--- config.mk ---
export PLATFORM = sky130hd
export DESIGN_NAME = gregorian_date_difference_unit
export DESIGN_NICKNAME = d
export VERILOG_FILES = /design/src/design/gdd_pkg.sv /design/src/design/gdd_day_unit.sv /design/src/design/gregorian_date_difference_unit.sv
export SDC_FILE = /design/constraint.sdc
export NUM_CORES = 1
export LEC_CHECK = 0
export BUFFER_PORTS_ARGS = -buffer_cell sky130_fd_sc_hd__buf_2
export CAP_MARGIN = 20
export CORE_MARGIN = 2
export CORE_UTILIZATION = 40
export CTS_CLUSTER_DIAMETER = 100
export DETAILED_ROUTE_END_ITERATION = 10
export GPL_TIMING_DRIVEN = 0
export SKIP_LAST_GASP = 1
export SLEW_MARGIN = 20
export SYNTH_ARGS = -nofsm -noshare
export SYNTH_HDL_FRONTEND = slang
export SYNTH_SLANG_ARGS = --single-unit
--- constraint.sdc ---
create_clock -name clk_i -period 7.52 [get_ports clk_i]
set_input_delay 0.752 -clock clk_i [delete_from_list [all_inputs] [get_ports clk_i]]
set_output_delay 0.752 -clock clk_i [all_outputs]
set_load 0.02 [all_outputs]
--- src/design/gdd_pkg.sv ---
// Shared types, constants and calendar functions for the date difference unit.
package gdd_pkg;

  localparam int unsigned DAY_W   = 5;
  localparam int unsigned MONTH_W = 4;
  localparam int unsigned YEAR_W  = 14;
  localparam int unsigned DIFF_W  = 23;
  localparam int unsigned IN_W    = 48;
  localparam int unsigned OUT_W   = 24;

  localparam int unsigned YEAR_MAX_DEF = 9999;

  localparam logic [MONTH_W-1:0] MONTH_FEB = 4'd2;
  localparam logic [MONTH_W-1:0] MONTH_DEC = 4'd12;

  // Divisibility by 25 through the modular inverse of 25 modulo 2**YEAR_W.
  localparam logic [YEAR_W-1:0] INV25   = 14'd7209;
  localparam logic [YEAR_W-1:0] DIV25_T = 14'd655;

  // Packed with the year on top, so an unsigned compare orders dates.
  typedef struct packed {
    logic [YEAR_W-1:0]  year;
    logic [MONTH_W-1:0] month;
    logic [DAY_W-1:0]   day;
  } date_t;

  typedef struct packed {
    logic  ok;
    date_t next;
  } day_res_t;

  function automatic logic is_leap(input logic [YEAR_W-1:0] y);
    logic [YEAR_W-1:0] p;
    logic              div25;
    p     = y * INV25;
    div25 = (p <= DIV25_T);
    return (y[1:0] == 2'b00) && (!div25 || (y[3:0] == 4'b0000));
  endfunction

  function automatic logic [DAY_W-1:0] month_len(input logic [MONTH_W-1:0] m,
                                                 input logic leap);
    logic [DAY_W-1:0] len;
    unique case (m)
      4'd2:                     len = leap ? 5'd29 : 5'd28;
      4'd4, 4'd6, 4'd9, 4'd11:  len = 5'd30;
      default:                  len = 5'd31;
    endcase
    return len;
  endfunction

endpackage

--- src/design/gdd_day_unit.sv ---
// Shared calendar unit: checks a date and gives the following day.
module gdd_day_unit #(
  parameter int unsigned YEAR_MAX = gdd_pkg::YEAR_MAX_DEF
) (
  input  gdd_pkg::date_t    date_i,
  output gdd_pkg::day_res_t res_o
);
  import gdd_pkg::*;

  localparam logic [16:0] YMAX = 17'(YEAR_MAX);

  logic             leap;
  logic [DAY_W-1:0] len;
  logic             month_ok;
  logic             year_ok;

  assign leap     = is_leap(date_i.year);
  assign len      = month_len(date_i.month, leap);
  assign month_ok = (date_i.month != '0) && (date_i.month <= MONTH_DEC);
  assign year_ok  = (date_i.year != '0) && ({3'b000, date_i.year} <= YMAX);

  always_comb begin
    res_o.ok   = month_ok && year_ok && (date_i.day != '0) && (date_i.day <= len);
    res_o.next = date_i;
    if (date_i.day < len) begin
      res_o.next.day = date_i.day + 5'd1;
    end else begin
      // roll over the month end, and the year after December
      res_o.next.day = 5'd1;
      if (date_i.month == MONTH_DEC) begin
        res_o.next.month = 4'd1;
        res_o.next.year  = date_i.year + 14'd1;
      end else begin
        res_o.next.month = date_i.month + 4'd1;
      end
    end
  end

endmodule

--- src/design/gregorian_date_difference_unit.sv ---
// Sequence: IDLE accepts an item, CHK_A and CHK_B check both dates in turn on the shared
// day unit, WALK steps the earlier date forward one day at a time and counts until it meets
// the later date, and FINISH loads the output register; an invalid date skips WALK.
// Days walked is |difference| without the end day. FINISH waits while the output stalls;
// the input is ready only when idle, so a new item is taken only once the last left FINISH.
// Reset (rst_ni low, asynchronous) returns the sequencer to idle and drops any result.
module gregorian_date_difference_unit #(
  parameter int unsigned YEAR_MAX = gdd_pkg::YEAR_MAX_DEF
) (
  input  logic                      clk_i,
  input  logic                      rst_ni,
  input  logic                      s_axis_tvalid,
  output logic                      s_axis_tready,
  // first_day, first_month, first_year, second_day, second_month, second_year, zero pad
  input  logic [gdd_pkg::IN_W-1:0]  s_axis_tdata,
  // include_end_day
  input  logic                      s_axis_tuser,
  output logic                      m_axis_tvalid,
  input  logic                      m_axis_tready,
  // day_difference, zero pad
  output logic [gdd_pkg::OUT_W-1:0] m_axis_tdata,
  // date_invalid
  output logic                      m_axis_tuser
);
  import gdd_pkg::*;

  typedef enum logic [4:0] {
    ST_IDLE   = 5'b00001,
    ST_CHK_A  = 5'b00010,
    ST_CHK_B  = 5'b00100,
    ST_WALK   = 5'b01000,
    ST_FINISH = 5'b10000
  } state_e;

  localparam logic [DIFF_W-1:0] CNT_SAT = {1'b1, {(DIFF_W-1){1'b0}}};
  localparam logic [DIFF_W-1:0] POS_MAX = {1'b0, {(DIFF_W-1){1'b1}}};

  state_e            state_q, state_d;
  date_t             a_q, a_d;
  date_t             b_q, b_d;
  logic              inc_q, inc_d;
  logic              ok_a_q, ok_a_d;
  logic              neg_q, neg_d;
  logic              inv_q, inv_d;
  logic [DIFF_W-1:0] cnt_q, cnt_d;
  logic              out_vld_q, out_vld_d;
  logic [DIFF_W-1:0] out_diff_q, out_diff_d;
  logic              out_inv_q, out_inv_d;

  date_t             unit_in;
  day_res_t          unit_res;
  logic              out_free;
  logic [DIFF_W-1:0] result;

  gdd_day_unit #(
    .YEAR_MAX(YEAR_MAX)
  ) u_day (
    .date_i(unit_in),
    .res_o (unit_res)
  );

  // a_q is the first date until ordering, then the walking cursor; b_q the target
  assign unit_in = (state_q == ST_CHK_B) ? b_q : a_q;

  assign s_axis_tready = (state_q == ST_IDLE);
  assign out_free      = !out_vld_q || m_axis_tready;

  always_comb begin
    if (inv_q) begin
      result = '0;
    end else if (neg_q) begin
      result = DIFF_W'(0) - cnt_q;
    end else if (cnt_q == CNT_SAT) begin
      result = POS_MAX;
    end else begin
      result = cnt_q;
    end
  end

  always_comb begin
    state_d    = state_q;
    a_d        = a_q;
    b_d        = b_q;
    inc_d      = inc_q;
    ok_a_d     = ok_a_q;
    neg_d      = neg_q;
    inv_d      = inv_q;
    cnt_d      = cnt_q;
    out_vld_d  = out_vld_q && !m_axis_tready;
    out_diff_d = out_diff_q;
    out_inv_d  = out_inv_q;
    unique case (state_q)
      ST_IDLE: begin
        if (s_axis_tvalid) begin
          a_d.day    = s_axis_tdata[4:0];
          a_d.month  = s_axis_tdata[8:5];
          a_d.year   = s_axis_tdata[22:9];
          b_d.day    = s_axis_tdata[27:23];
          b_d.month  = s_axis_tdata[31:28];
          b_d.year   = s_axis_tdata[45:32];
          inc_d      = s_axis_tuser;
          state_d    = ST_CHK_A;
        end
      end
      ST_CHK_A: begin
        ok_a_d  = unit_res.ok;
        state_d = ST_CHK_B;
      end
      ST_CHK_B: begin
        inv_d = !(ok_a_q && unit_res.ok);
        neg_d = 1'b0;
        cnt_d = {{(DIFF_W-1){1'b0}}, inc_q};
        if (!(ok_a_q && unit_res.ok)) begin
          state_d = ST_FINISH;
        end else begin
          // walk forward from the earlier date
          if (a_q > b_q) begin
            a_d   = b_q;
            b_d   = a_q;
            neg_d = 1'b1;
          end
          state_d = ST_WALK;
        end
      end
      ST_WALK: begin
        if (a_q == b_q || cnt_q == CNT_SAT) begin
          state_d = ST_FINISH;
        end else begin
          a_d   = unit_res.next;
          cnt_d = cnt_q + DIFF_W'(1);
        end
      end
      ST_FINISH: begin
        if (out_free) begin
          out_vld_d  = 1'b1;
          out_diff_d = result;
          out_inv_d  = inv_q;
          state_d    = ST_IDLE;
        end
      end
      default: begin
        state_d = ST_IDLE;
      end
    endcase
  end

  always_ff @(posedge clk_i or negedge rst_ni) begin
    if (!rst_ni) begin
      state_q   <= ST_IDLE;
      out_vld_q <= 1'b0;
    end else begin
      state_q   <= state_d;
      out_vld_q <= out_vld_d;
    end
  end

  always_ff @(posedge clk_i) begin
    a_q        <= a_d;
    b_q        <= b_d;
    inc_q      <= inc_d;
    ok_a_q     <= ok_a_d;
    neg_q      <= neg_d;
    inv_q      <= inv_d;
    cnt_q      <= cnt_d;
    out_diff_q <= out_diff_d;
    out_inv_q  <= out_inv_d;
  end

  assign m_axis_tvalid = out_vld_q;
  assign m_axis_tdata  = {{(OUT_W-DIFF_W){1'b0}}, out_diff_q};
  assign m_axis_tuser  = out_inv_q;

  a_state_onehot: assert property (@(posedge clk_i) disable iff (!rst_ni)
    $onehot(state_q))
    else $error("sequencer state not one-hot");

  a_walk_order: assert property (@(posedge clk_i) disable iff (!rst_ni)
    state_q == ST_WALK |-> a_q <= b_q)
    else $error("walking cursor passed the target date");

  a_walk_bound: assert property (@(posedge clk_i) disable iff (!rst_ni)
    state_q == ST_WALK |-> cnt_q <= CNT_SAT)
    else $error("day count beyond saturation limit");

  a_invalid_zero: assert property (@(posedge clk_i) disable iff (!rst_ni)
    (m_axis_tvalid && m_axis_tuser) |-> out_diff_q == '0)
    else $error("invalid date with nonzero difference");

  a_finish_load: assert property (@(posedge clk_i) disable iff (!rst_ni)
    (state_q == ST_FINISH && out_free) |=> (m_axis_tvalid && state_q == ST_IDLE))
    else $error("finished item not loaded into output register");

endmodule

==> out/results.md <==
### Floorplan
- 80 — number of top-level design ports
- 21420 um^2 — DIE AREA
- 146.4 um — DIE WIDTH
- 0.4046 — initial standard-cell utilization of the core
- 20040 um^2 — area inside the core boundary
- 52 — total number of placement rows
- 146.4 um — y dimension of the die

### Detailed routing
- 5 — 1st-pass router iterations
- 6869 — count of vias placed by the detailed router
- 0 — Routed Antenna Nets
- 0 — post-route DRC violation count
- 17.10 um — final routed wire length divided by cell count
- 481 — number of violations reported at the end of detailed-routing iteration 0
- 5.443 — via density per instance
- 21580 um — aggregate routed wire length

### Critical path
- 0.56 ns — delay of the slowest cell on the worst path
- 7.59 ns — required time at the worst-slack endpoint
- state_q[4] — timing startpoint of the critical path
- 0.39 ns — register-to-register setup slack
- a_q[10] — capture instance of the worst register-to-register path
- 31 — total stage count of the critical path
- a_q[10] — timing endpoint of the critical path
- 10 — maximum fanout count along the critical path
- 7.20 ns — Arr. time, crit path
- inv_1 — cell seen most often among critical-path stages
- flip-flop — crit path capture type
- 10 — Crit path buffers/inverters
- flip-flop to flip-flop — critical path type
- 31 — worst reg2reg path depth
- fa_1 — CP max-delay cell
- state_q[4] — worst reg2reg path startpoint
- adder cells — CP top delay family
- flip-flop — CP Launch Type

### Timing
- 0 — max-slew violation count
- 0 — final hold violation count
- 0.9902 ns — worst-margin pin slew
- 0 — count of endpoints failing setup in the final report
- 0 ns — setup TNS after final layout
- 7.132 ns — Tmin final
- 140.2 MHz — Max Freq
- 0.9484 — period utilization
- false — unrepaired setup endpoints after global routing
- 0.3382 — Relative slew margins
- 0.008834 ns — post-route clock skew
- 0.3880 ns — worst path setup slack after routing

### Logic synthesis
- 0.1352 — adder and majority gate portion of the synthesized area
- edfxtp_1 36%, ha_1 11%, nand2_1 6.0%, nor2_1 4.0%, xnor2_1 3.3% — leading post-synthesis cells by cell area
- 894 — gate count of the mapped netlist
- simple AND/OR/NAND/NOR gates — main combinational cell family by area after synthesis
- 0.2099 — simple-gate area share of the yosys netlist
- 130 x nand2_1, 97 x edfxtp_1, 87 x nor2_1 — most common library cells after synthesis
- 0.05825 — fraction of synthesis flops using an asynchronous set or reset pin
- 74 — number of distinct standard cells referenced by the synthesized netlist
- 0.1480 — area fraction in compound gates after synthesis
- 8108 um^2 — Netlist Area Pre-Place
- edfxtp_1 — dominant cell type by area after synthesis
- 103 — synthesized flop and latch total
- nand2_1 — most frequent cell after synthesis
- 0.05725 — share of the synthesized netlist area taken by xor and xnor gates
- 0 — Yosys warning count
- 0.3779 — proportion of synthesized chip area in sequential cells
- 97 — EDFF count, synth
- 9.069 um^2 — mean instance size in the synthesized netlist
- 0.003704 — fraction of synthesized area in multiplexers
- 1028 — post-synthesis net count
- 0.3593 — top-area cell type share of the netlist area
- edfxtp_1 — leading register cell type out of synthesis

### Finish
- 0.1694 — fraction of final layout cells with drive strength greater than 1
- 0 — # diodes
- 1122 — Net count, final
- 0.4652 — utilization after layout
- 14.97% — synthesis-to-finish area growth
- 9321 um^2 — summed area of non-filler cells in the final layout

### CTS
- clkbuf_16 — clock tree root buffer cell
- 0 — CTS hold repair buffers
- 9 — number of buffers inserted during clock tree synthesis
- 3 — CTS H-tree lvls
- 0.36 ns — Skew-Pair Late Insertion Delay
- 0.08 ns — clock-pin slew on the worst setup and hold paths
- yes — clock tree from TritonCTS
- 103 — sink count of the clock tree
- 2 — Bufs on Longest Clock Path

### Status
- finished clean — result of the run

### Placement
- 16620 um — detailed-placement wirelength estimate
- 76 — number of input and output port buffers inserted
- 8931 um^2 — cell area after placement
- 0.9102 — GP Congestion
- -0.9399 ns — setup slack at placement

### Global routing
- 35190 um — global-route wire length before repair
- 6683 — vias in the first global route
- 24 — pin count of the biggest net entering global routing
- 0 — overall overflow remaining after global route
- 0.2083 — GRT Util Overall
- 0 — initial antenna violation count

### Job
- 0 — Maximum Capacitance Violations

### Min path
- input port to asynchronous set/reset pin — path category of the worst min-delay check

==> metrics by stage <==
step / hold slack, ns / std cells
3_5_place_dp: 0.5366 / 1244
6_report: 0.1987 / 1262
4_1_cts: 0.1967 / 1260
3_3_place_gp: 0.5077 / 1240
5_1_grt: 0.1945 / 1262
2_1_floorplan: 0.4564 / 894
==> cell type report <==
class	instances	area, um^2
buffer	47	285.3
clock buffer	9	225.2
clock inverter	6	70.07
fill	1985	10720
inverter	72	272.8
multi-input combinational	671	4574
sequential	103	3064
tap	270	337.8
timing repair buffer	84	491.7
==> cell usage in the layout, fill, tap and decap left out, types with 11 or more instances in the layout <==
cell type	count
nand4_1	14
nor3_1	22
a21oi_1	50
xnor2_1	31
edfxtp_1	97
inv_1	70
o21ai_0	35
buf_4	12
ha_1	70
clkbuf_1	15
nand2_1	128
a311oi_1	11
nand3_1	22
a31oi_1	13
nor2_1	87
xor2_1	22
fa_1	11
buf_2	88
==> registers in the layout (all words and copies together), names as in the netlist <==
| name | flops |
|---|---|
| inc_q | 1 |
| out_diff_q | 23 |
| neg_q | 1 |
| m_axis_tuser | 1 |
| b_q | 23 |
| inv_q | 1 |
| state_q | 5 |
| a_q | 23 |
| cnt_q | 23 |
| m_axis_tvalid | 1 |
| ok_a_q | 1 |
==> timing repair <==
action                                  CTS  global route
gates resized for setup                  10            17
hold endpoints to repair                  0             0
setup buffers                             2             2
pin swaps                                 2             3
endpoints found under the setup margin   65            59
==> routing by layer <==
metal / track usage / up-vias / part of all wire
li1: - / 3390 / -
met1: 0.2645 / 3244 / 0.44
met2: 0.3625 / 198 / 0.49
met3: 0.04031 / 37 / 0.052
met4: 0.05922 / 0 / 0.023
met5: 0 / - / 0
==> how the worst min path moves through the flow <==
| stage | start | endpoint | slack [ns] | cells after the start |
|---|---|---|---|---|
| finish | rst_ni | m_axis_tvalid | 0.20 | 1 |
| global route | rst_ni | m_axis_tvalid | 0.19 | 1 |
| CTS | rst_ni | m_axis_tvalid | 0.20 | 1 |
| detailed placement | m_axis_tvalid | m_axis_tvalid | 0.54 | 2 |
| global placement | inc_q | cnt_q[0] | 0.51 | 2 |
| floorplan | rst_ni | m_axis_tvalid | 0.46 | 0 |
==> logic make-up after synthesis <==
kind of cell               count (synthesis)
xor gates and xnor gates                  53
DFF                                      103
buffers and inverters                    120
and+or+nand+nor                          348
AOI/OAI and AO/OA                        185
adders and majority gates                 81
other                                      1
muxes                                      3
Power is left out: the tool's default activity adds up to more than one toggle a clock period on the data nets, which glitch-free logic cannot reach.
